`config.mk`:
```
export PLATFORM = sky130hd
export DESIGN_NAME = http_response_framer_unit
export DESIGN_NICKNAME = d
export VERILOG_FILES = /design/src/design/hrf_pkg.sv /design/src/design/http_response_framer_unit.sv /design/src/design/hrf_parse.sv /design/src/design/hrf_result_queue.sv
export SDC_FILE = /design/constraint.sdc
export NUM_CORES = 1
export LEC_CHECK = 0
export BUFFER_PORTS_ARGS = -buffer_cell sky130_fd_sc_hd__buf_2
export CORE_ASPECT_RATIO = 1.75
export CORE_MARGIN = 2
export CORE_UTILIZATION = 50
export CTS_BUF_LIST = sky130_fd_sc_hd__clkbuf_4
export DETAILED_ROUTE_END_ITERATION = 10
export PLACE_DENSITY = 0.73
export RECOVER_POWER = 25
export SLEW_MARGIN = 30
export SYNTH_ARGS = -nofsm -noshare
export SYNTH_HDL_FRONTEND = slang
export SYNTH_HIERARCHICAL = 1
export SYNTH_SLANG_ARGS = --single-unit
export TNS_END_PERCENT = 50
```
`constraint.sdc`:
```
create_clock -name clock -period 13.8 [get_ports clock]
set_input_delay 3.45 -clock clock [delete_from_list [all_inputs] [get_ports clock]]
set_output_delay 3.45 -clock clock [all_outputs]
set_load 0.01 [all_outputs]
```
`src/design/hrf_pkg.sv`:
```
// Shared types, codes and constants for the HTTP response framer.
// No dependencies; imported by every module of the framer.
package hrf_pkg;

   localparam int KEY_LEN = 14;
   localparam logic [15:0] LIMIT_RESET = 16'd1024;
   localparam logic [15:0] STATUS_OFFSET = 16'd9;
   localparam logic [9:0] STATUS_MAX = 10'd999;
   localparam int QUEUE_DEPTH = 4;

   localparam logic ACT_BYTE = 1'b0;
   localparam logic ACT_RESTART = 1'b1;

   localparam logic [1:0] PH_HEADER = 2'd0;
   localparam logic [1:0] PH_BODY = 2'd1;
   localparam logic [1:0] PH_CLOSED = 2'd2;

   localparam logic [1:0] LS_SEARCH = 2'd0;
   localparam logic [1:0] LS_SKIP = 2'd1;
   localparam logic [1:0] LS_DIGITS = 2'd2;
   localparam logic [1:0] LS_DONE = 2'd3;

   localparam logic [1:0] SS_SKIP = 2'd0;
   localparam logic [1:0] SS_DIGITS = 2'd1;
   localparam logic [1:0] SS_DONE = 2'd2;

   localparam logic [2:0] EV_HDR_BYTE = 3'd0;
   localparam logic [2:0] EV_HDR_DONE = 3'd1;
   localparam logic [2:0] EV_BODY_BYTE = 3'd2;
   localparam logic [2:0] EV_END = 3'd3;
   localparam logic [2:0] EV_OVERFLOW = 3'd4;
   localparam logic [2:0] EV_NO_LENGTH = 3'd5;
   localparam logic [2:0] EV_DROPPED = 3'd6;
   localparam logic [2:0] EV_RESTARTED = 3'd7;

   localparam logic [7:0] CH_CR = 8'h0D;
   localparam logic [7:0] CH_LF = 8'h0A;
   localparam logic [7:0] CH_SPACE = 8'h20;
   localparam logic [7:0] CH_TAB = 8'h09;
   localparam logic [7:0] CH_VT = 8'h0B;
   localparam logic [7:0] CH_FF = 8'h0C;
   localparam logic [7:0] CH_COLON = 8'h3A;
   localparam logic [7:0] CH_ZERO = 8'h30;
   localparam logic [7:0] CH_NINE = 8'h39;
   localparam logic [7:0] CH_UPPER_A = 8'h41;
   localparam logic [7:0] CH_UPPER_Z = 8'h5A;
   localparam logic [7:0] CASE_BIT = 8'h20;
   localparam logic [23:0] TAIL_CRLFCR = 24'h0D0A0D;

   typedef struct packed {
      logic [1:0]  phase;
      logic [15:0] header_count;
      logic [23:0] tail_window;
      logic [3:0]  match_pos;
      logic [1:0]  length_stage;
      logic [31:0] length_value;
      logic [9:0]  status_value;
      logic [31:0] body_remaining;
      logic [1:0]  status_stage;
   } hrf_state_type;

   typedef struct packed {
      logic [2:0]  event_res;
      logic [7:0]  data_byte;
      logic [9:0]  status_code;
      logic [31:0] content_length;
      logic        last;
   } hrf_result_type;

   // "content-length", lower case
   function automatic logic [7:0] key_char(input logic [3:0] idx);
      logic [7:0] ch;
      case (idx)
         4'd0:  ch = 8'h63;
         4'd1:  ch = 8'h6F;
         4'd2:  ch = 8'h6E;
         4'd3:  ch = 8'h74;
         4'd4:  ch = 8'h65;
         4'd5:  ch = 8'h6E;
         4'd6:  ch = 8'h74;
         4'd7:  ch = 8'h2D;
         4'd8:  ch = 8'h6C;
         4'd9:  ch = 8'h65;
         4'd10: ch = 8'h6E;
         4'd11: ch = 8'h67;
         4'd12: ch = 8'h74;
         4'd13: ch = 8'h68;
         default: ch = 8'h00;
      endcase
      return ch;
   endfunction

endpackage

```
`src/design/http_response_framer_unit.sv`:
```
// HTTP response framer top level: request register, parser and result queue.
// A request's first response passes the request register, then the result queue.
// Throughput: 1 request per cycle while the result queue has room for two responses;
// two-response requests (header done with end or no length, last body byte) share the
// one-per-cycle response port, so req_ready drops once the queue holds three responses.
// Depends on hrf_pkg, hrf_parse, hrf_result_queue. Reset clears state, queue; limit=1024.
module http_response_framer_unit (
   input  logic        clock,
   input  logic        reset,
   input  logic        req_valid,
   output logic        req_ready,
   input  logic        req_action,
   input  logic [7:0]  req_rx_byte,
   output logic        rsp_valid,
   input  logic        rsp_ready,
   output logic [2:0]  rsp_event_res,
   output logic [7:0]  rsp_data_byte,
   output logic [9:0]  rsp_status_code,
   output logic [31:0] rsp_content_length,
   output logic        rsp_last,
   input  logic        csr_write_en,
   input  logic [15:0] csr_write_data
);
   import hrf_pkg::*;

   logic           in_valid_ff, in_valid_in;
   logic           in_action_ff;
   logic [7:0]     in_byte_ff;
   logic [15:0]    header_limit_ff, header_limit_in;
   hrf_state_type  state_ff, state_in;
   hrf_state_type  state_next;
   hrf_result_type res0, res1, rsp_res;
   logic           two;
   logic           room;
   logic           advance;
   logic           req_take;

   assign advance = in_valid_ff && room;
   assign req_ready = !in_valid_ff || advance;
   assign req_take = req_valid && req_ready;
   assign in_valid_in = req_take || (in_valid_ff && !advance);
   assign header_limit_in = csr_write_en ? csr_write_data : header_limit_ff;
   assign state_in = advance ? state_next : state_ff;

   always_ff @(posedge clock) begin
      if (reset) begin
         in_valid_ff <= 1'b0;
         header_limit_ff <= LIMIT_RESET;
         state_ff <= '0;
      end else begin
         in_valid_ff <= in_valid_in;
         header_limit_ff <= header_limit_in;
         state_ff <= state_in;
      end
   end

   always_ff @(posedge clock) begin
      if (req_take) begin
         in_action_ff <= req_action;
         in_byte_ff <= req_rx_byte;
      end
   end

   hrf_parse u_parse (
      .cur          (state_ff),
      .action       (in_action_ff),
      .rx_byte      (in_byte_ff),
      .header_limit (header_limit_ff),
      .nxt          (state_next),
      .res0         (res0),
      .res1         (res1),
      .two          (two)
   );

   hrf_result_queue u_queue (
      .clock     (clock),
      .reset     (reset),
      .push      (advance),
      .push_two  (two),
      .push_res0 (res0),
      .push_res1 (res1),
      .room      (room),
      .rsp_valid (rsp_valid),
      .rsp_ready (rsp_ready),
      .rsp_res   (rsp_res)
   );

   assign rsp_event_res = rsp_res.event_res;
   assign rsp_data_byte = rsp_res.data_byte;
   assign rsp_status_code = rsp_res.status_code;
   assign rsp_content_length = rsp_res.content_length;
   assign rsp_last = rsp_res.last;

   a_restart_clears: assert property (@(posedge clock) disable iff (reset)
      (advance && in_action_ff == ACT_RESTART) |=>
      (state_ff.phase == PH_HEADER && state_ff.header_count == 16'd0))
      else $error("restart did not clear parser state");
   a_body_nonzero: assert property (@(posedge clock) disable iff (reset)
      (state_ff.phase == PH_BODY) |-> (state_ff.body_remaining != 32'd0))
      else $error("body phase with nothing remaining");
   a_two_ends_request: assert property (@(posedge clock) disable iff (reset)
      (advance && two) |-> (!res0.last && res1.last))
      else $error("response pair has wrong last marks");
   a_status_range: assert property (@(posedge clock) disable iff (reset)
      state_ff.status_value <= STATUS_MAX)
      else $error("status code above saturation");

endmodule

```
`src/design/hrf_parse.sv`:
```
// Per-request next-state and result logic of the framer (combinational).
// Depends on hrf_pkg.
module hrf_parse (
   input  hrf_pkg::hrf_state_type  cur,
   input  logic                    action,
   input  logic [7:0]              rx_byte,
   input  logic [15:0]             header_limit,
   output hrf_pkg::hrf_state_type  nxt,
   output hrf_pkg::hrf_result_type res0,
   output hrf_pkg::hrf_result_type res1,
   output logic                    two
);
   import hrf_pkg::*;

   hrf_state_type scan;
   logic [7:0]    lc;
   logic [3:0]    digit_val;
   logic          digit;
   logic          ws;
   logic [13:0]   status_mac;
   logic [35:0]   length_mac;
   logic [3:0]    mp;
   logic          done;
   logic [31:0]   remaining;

   assign lc = (rx_byte >= CH_UPPER_A && rx_byte <= CH_UPPER_Z) ? (rx_byte | CASE_BIT) : rx_byte;
   assign digit = (rx_byte >= CH_ZERO) && (rx_byte <= CH_NINE);
   assign digit_val = 4'(rx_byte - CH_ZERO);
   assign ws = (rx_byte == CH_SPACE) || (rx_byte == CH_TAB) || (rx_byte == CH_LF) ||
               (rx_byte == CH_CR) || (rx_byte == CH_VT) || (rx_byte == CH_FF);
   assign status_mac = ({4'd0, cur.status_value} << 3) + ({4'd0, cur.status_value} << 1)
                       + {10'd0, digit_val};
   assign length_mac = ({4'd0, cur.length_value} << 3) + ({4'd0, cur.length_value} << 1)
                       + {32'd0, digit_val};

   // header byte scan: status code and content-length field
   always_comb begin
      scan = cur;
      mp = 4'd0;
      if (cur.header_count >= STATUS_OFFSET && cur.status_stage < SS_DONE) begin
         if (digit) begin
            scan.status_stage = SS_DIGITS;
            scan.status_value = (status_mac > 14'(STATUS_MAX)) ? STATUS_MAX : status_mac[9:0];
         end else if (!(cur.status_stage == SS_SKIP && ws)) begin
            scan.status_stage = SS_DONE;
         end
      end
      case (cur.length_stage)
         LS_SEARCH: begin
            if (cur.match_pos < 4'(KEY_LEN) && lc == key_char(cur.match_pos)) begin
               mp = cur.match_pos + 4'd1;
            end else begin
               mp = (lc == key_char(4'd0)) ? 4'd1 : 4'd0;
            end
            scan.match_pos = mp;
            if (mp >= 4'(KEY_LEN)) begin
               scan.length_stage = LS_SKIP;
            end
         end
         LS_SKIP, LS_DIGITS: begin
            if (cur.length_stage == LS_SKIP &&
                (rx_byte == CH_SPACE || rx_byte == CH_TAB || rx_byte == CH_COLON)) begin
               scan.length_stage = cur.length_stage;
            end else if (digit) begin
               scan.length_value = (length_mac[35:32] != 4'd0) ? 32'hFFFF_FFFF
                                                                : length_mac[31:0];
               scan.length_stage = LS_DIGITS;
            end else begin
               scan.length_stage = LS_DONE;
            end
         end
         default: begin
            scan.length_stage = cur.length_stage;
         end
      endcase
   end

   assign done = (cur.header_count >= 16'd3) && (cur.tail_window == TAIL_CRLFCR) &&
                 (rx_byte == CH_LF);
   assign remaining = (cur.body_remaining != 32'd0) ? cur.body_remaining - 32'd1
                                                    : cur.body_remaining;

   always_comb begin
      nxt = cur;
      res0 = '0;
      res1 = '0;
      two = 1'b0;
      if (action == ACT_RESTART) begin
         nxt = '0;
         res0.event_res = EV_RESTARTED;
         res0.last = 1'b1;
      end else begin
         case (cur.phase)
            PH_HEADER: begin
               if (cur.header_count >= header_limit) begin
                  nxt.phase = PH_CLOSED;
                  res0.event_res = EV_OVERFLOW;
                  res0.last = 1'b1;
               end else begin
                  nxt = scan;
                  nxt.header_count = cur.header_count + 16'd1;
                  nxt.tail_window = {cur.tail_window[15:0], rx_byte};
                  if (!done) begin
                     res0.event_res = EV_HDR_BYTE;
                     res0.last = 1'b1;
                  end else begin
                     res0.event_res = EV_HDR_DONE;
                     res0.status_code = scan.status_value;
                     nxt = '0;
                     if (scan.length_stage == LS_SEARCH) begin
                        nxt.phase = PH_CLOSED;
                        res1.event_res = EV_NO_LENGTH;
                        res1.last = 1'b1;
                        two = 1'b1;
                     end else if (scan.length_value == 32'd0) begin
                        res1.event_res = EV_END;
                        res1.last = 1'b1;
                        two = 1'b1;
                     end else begin
                        res0.content_length = scan.length_value;
                        res0.last = 1'b1;
                        nxt.phase = PH_BODY;
                        nxt.body_remaining = scan.length_value;
                     end
                  end
               end
            end
            PH_BODY: begin
               res0.event_res = EV_BODY_BYTE;
               res0.data_byte = rx_byte;
               if (remaining == 32'd0) begin
                  nxt = '0;
                  res1.event_res = EV_END;
                  res1.last = 1'b1;
                  two = 1'b1;
               end else begin
                  nxt.body_remaining = remaining;
                  res0.last = 1'b1;
               end
            end
            default: begin
               res0.event_res = EV_DROPPED;
               res0.last = 1'b1;
            end
         endcase
      end
   end

endmodule

```
`src/design/hrf_result_queue.sv`:
```
// Result queue: takes one or two responses per cycle while it has room, hands out one per cycle when taken.
// Depends on hrf_pkg.
module hrf_result_queue (
   input  logic                    clock,
   input  logic                    reset,
   input  logic                    push,
   input  logic                    push_two,
   input  hrf_pkg::hrf_result_type push_res0,
   input  hrf_pkg::hrf_result_type push_res1,
   output logic                    room,
   output logic                    rsp_valid,
   input  logic                    rsp_ready,
   output hrf_pkg::hrf_result_type rsp_res
);
   import hrf_pkg::*;

   localparam int PTR_W = $clog2(QUEUE_DEPTH);
   localparam int CNT_W = $clog2(QUEUE_DEPTH + 1);

   hrf_result_type   slot_ff [QUEUE_DEPTH];
   logic [PTR_W-1:0] wr_ptr_ff, wr_ptr_in;
   logic [PTR_W-1:0] rd_ptr_ff, rd_ptr_in;
   logic [CNT_W-1:0] count_ff, count_in;
   logic [PTR_W-1:0] wr_ptr_next;
   logic             pop;
   logic [CNT_W-1:0] n_push;

   assign wr_ptr_next = wr_ptr_ff + PTR_W'(1);
   assign pop = rsp_valid && rsp_ready;
   assign n_push = push ? (push_two ? CNT_W'(2) : CNT_W'(1)) : CNT_W'(0);
   assign room = count_ff <= CNT_W'(QUEUE_DEPTH - 2);
   assign rsp_valid = count_ff != CNT_W'(0);
   assign rsp_res = slot_ff[rd_ptr_ff];

   assign wr_ptr_in = wr_ptr_ff + n_push[PTR_W-1:0];
   assign rd_ptr_in = rd_ptr_ff + (pop ? PTR_W'(1) : PTR_W'(0));
   assign count_in = count_ff + n_push - (pop ? CNT_W'(1) : CNT_W'(0));

   always_ff @(posedge clock) begin
      if (reset) begin
         wr_ptr_ff <= '0;
         rd_ptr_ff <= '0;
         count_ff <= '0;
      end else begin
         wr_ptr_ff <= wr_ptr_in;
         rd_ptr_ff <= rd_ptr_in;
         count_ff <= count_in;
      end
   end

   always_ff @(posedge clock) begin
      if (push) begin
         slot_ff[wr_ptr_ff] <= push_res0;
         if (push_two) begin
            slot_ff[wr_ptr_next] <= push_res1;
         end
      end
   end

   a_count_bound: assert property (@(posedge clock) disable iff (reset)
      count_ff <= CNT_W'(QUEUE_DEPTH))
      else $error("result queue count out of range");
   a_push_has_room: assert property (@(posedge clock) disable iff (reset)
      push |-> room)
      else $error("push into result queue without room");
   a_pointer_gap: assert property (@(posedge clock) disable iff (reset)
      (count_ff != CNT_W'(0) && count_ff != CNT_W'(QUEUE_DEPTH)) |->
      (wr_ptr_ff != rd_ptr_ff))
      else $error("result queue pointers disagree with count");

endmodule

```
==> key figures <==
Place
  – Dpl cells: 3184
  – DP HPWL: 53000 microns
  – PortBufs: 85
  – Gpl congestion: 1.02

Clock network
  – CTS sink count: 373
  – Hold_buf cts: 0
  – Cts repair resizes: 0
  – Clock-pin slew on the worst setup and hold paths: 0.07 ns
  – CTS Root Cell: clkbuf_4
  – Max Buffers Root-to-Sink: 3
  – Clock Latency Late Sink: 0.85 ns
  – H-tree depth: 3
  – # Post-CTS Setup Buffers: 0
  – CTS Buf Count: 90
  – TritonCTS clock tree: done

Routing
  – Iter 0 DRT Violations: 1904
  – Vias: 21400
  – Drt first pass iters: 5
  – DRC Markers: 0
  – Final ANT Viol Nets: 0
  – Routed WL: 77400 microns
  – Drt via density: 6.38
  – Wire per inst: 23.1 microns

Floorplan
  – Die Wd: 177 microns
  – Core area: 52100 sq um
  – Vert. Die Dim: 307 microns
  – Die area: 54300 sq um
  – Initial Util: 50.3%
  – Cell row count: 111
  – I/O pin count: 86

Cells and area
  – Synth-to-layout area growth: 5.55%
  – Share of layout cells above drive strength 1: 25.0%
  – Fin cells: 3349
  – Final core utilization: 53.1%
  – Fillers: 4683
  – # nets final: 2748

Setup path
  – Highest net fanout along the worst path: 81
  – Nature of the critical path startpoint: input port
  – Arrival time worst endpoint: 10.23 ns
  – Setup crit end kind: flip-flop
  – Req. time, crit path: 14.40 ns
  – Crit Path Class: input port to flip-flop

STA
  – # setup viols final: 0
  – Final Hold Vio Count: 0
  – Post-route clock period utilization: 69.8%
  – Period minus WS final: 9.63 ns
  – Slew @ Worst Pin: 5.12 ns
  – Slew Limit Headroom: -241%
  – Layout Skew: 0.0512 ns
  – TNS Setup: 0 ns
  – Final Max Tran Viols: 287
  – Peak Freq: 0.104 GHz
  – Unrepaired setup endpoints after global routing: no

Logic synthesis
  – Ys flop type: edfxtp_1
  – Ys async rst share: 0%
  – Top cell type's share of synthesized area: 25.8%
  – Post-synthesis instance area: 26200 sq um
  – Synth Area per Inst: 10.1 sq um
  – Seq/Total Area, Yosys: 37.1%
  – Distinct cells, synth: 92
  – Cells after Synth: 2593
  – Yosys Warn Count: 6
  – Number of synthesized flops with an enable pin: 225
  – Yosys reg bits: 373
  – Area leader, netlist: edfxtp_1
  – Synth top area cells: edfxtp_1 26%, dfxtp_1 11%, mux2_2 8.9%

Global routing
  – Overall Global Routing Usage: 28.2%
  – Remaining global-route overflow: 0
  – Initial antenna violation count: 2
  – First-pass GRT wire length: 119000 microns
  – Maximum number of pins on one net before global-route repair: 110
  – Vias in the first global route: 21200

Pwr
  – Pwr/cell area: 103 nW/um^2
  – Peak supply drop: 0.0662 mV
  – P_leak: 10.6 nW
  – Total power: 0.00285 W

Outcome
  – Outcome: finished, violations left
  – Failing checks: max-capacitance violations, max-slew violations

Min path
  – Min-delay worst type: flip-flop to flip-flop

Job
  – Max-cap viol count: 5
-- where the power goes --
group / leakage, nW / internal [W] / switching, W
clock network: 0.728 / 0.000520 / 0.000469
registers: 3.35 / 0.00123 / 0.0000533
logic: 6.57 / 0.000214 / 0.000363
-- layer usage --
metal  track usage [%]  up-vias  routed length, microns
met5                 0        -                       0
met4              18.7        0                    5290
met3              3.98      286                    4420
met2              49.6      919                   39400
met1              31.2    10400                   28300
li1                  -     9763                       -
-- worst max-delay path, stage by stage --
cell	delay (ns)
clkbuf_1	3.49
clkbuf_1	1.28
clkbuf_1	1.90
a21oi_1	0.09
-- placed cells by master (no fill, tap or decap), types with 19 or more instances in the layout --
cell / n
a21bo_1: 75
a21bo_2: 50
a21o_1: 25
a21oi_1: 169
a21oi_2: 68
a22o_1: 37
a31oi_1: 26
and3_1: 35
buf_2: 61
buf_4: 28
clkbuf_1: 27
clkbuf_4: 134
conb_1: 50
dfxtp_1: 146
edfxtp_1: 225
ha_1: 114
inv_1: 60
mux2_2: 207
mux2i_1: 22
mux4_2: 54
nand2_1: 134
nand3_1: 150
nand4_1: 28
nor2_1: 158
nor3_1: 57
nor4_1: 20
o21ai_0: 123
o22ai_1: 19
xnor2_1: 20
xor2_1: 28
-- synthesized netlist by cell type (all sizes together) (5+ instances only) --
cell type,count
a21oi,238
edfxtp,225
mux2,219
buf,166
nor2,164
nand3,152
dfxtp,148
nand2,135
o21ai,128
a21bo,125
ha,114
clkbuf,88
inv,60
nor3,60
mux4,54
a22o,37
and3,36
nand4,30
xor2,28
a31oi,26
a21o,25
mux2i,22
nor4,21
o22ai,20
xnor2,20
a211oi,19
or3,18
and2,17
nor2b,17
nand2b,15
a311oi,13
o211ai,13
or2,13
o31ai,9
a221oi,8
o21a,8
or4,8
nand3b,7
o21bai,6
o2bb2ai,6
a22oi,5
fa,5
o2111ai,5
o41ai,5
-- stage by stage --
step	hold slack (ns)	setup WS (ns)	cell area [sq um]
global placement	0.479	5.84	26500
detailed placement	0.482	5.59	26500
CTS	0.499	5.52	27700
floorplan	0.460	6.10	26400
finish	0.494	4.17	27700
global route	0.528	3.73	27700
-- state kept, by name, indices dropped and copies added (netlist names) --
name               flops
u_queue/count_ff       3
u_queue/slot_ff      216
header_limit_ff       16
u_queue/wr_ptr_ff      2
in_byte_ff             8
in_action_ff           1
state_ff             124
in_valid_ff            1
u_queue/rd_ptr_ff      2
-- worst paths after layout --
path	startpoint	to	slack, ns	depth (start not counted)
worst min register to register	header_limit_ff[2]	header_limit_ff[2]	0.49	2
worst max register to register	in_byte_ff[3]	u_queue/slot_ff[3][24]	5.45	20
worst min-delay path	header_limit_ff[2]	header_limit_ff[2]	0.49	2
worst max-delay path	reset	state_ff[114]	4.17	4
-- logic make-up (layout without fill, tap and decap cells) --
logic type                 count (synthesis)  in the layout  synth area share [%]
and+or+nand+nor                          704            704                  13.5
buffers and inverters                    314            340                  6.65
other                                      1             53                0.0143
AOI/OAI and AO/OA                        739            739                  20.4
muxes                                    295            295                  14.9
DFF                                      373            373                  37.1
adders and majority gates                119            119                  5.82
xor gates and xnor gates                  48             48                  1.60
-- layout make-up --
cell class	count	area (sq um)	share of cell area (%)
multi-input cells	1955	15000	54.2
flip-flops and latches	373	9720	35.1
clock buffers	134	1010	3.64
repair buffers	119	651	2.35
well taps	678	848	3.07
diodes	3	7.51	0.0271
clock inverters	27	221	0.801
inverters	60	225	0.814
Note: power is estimated with default switching activity, not from simulation.
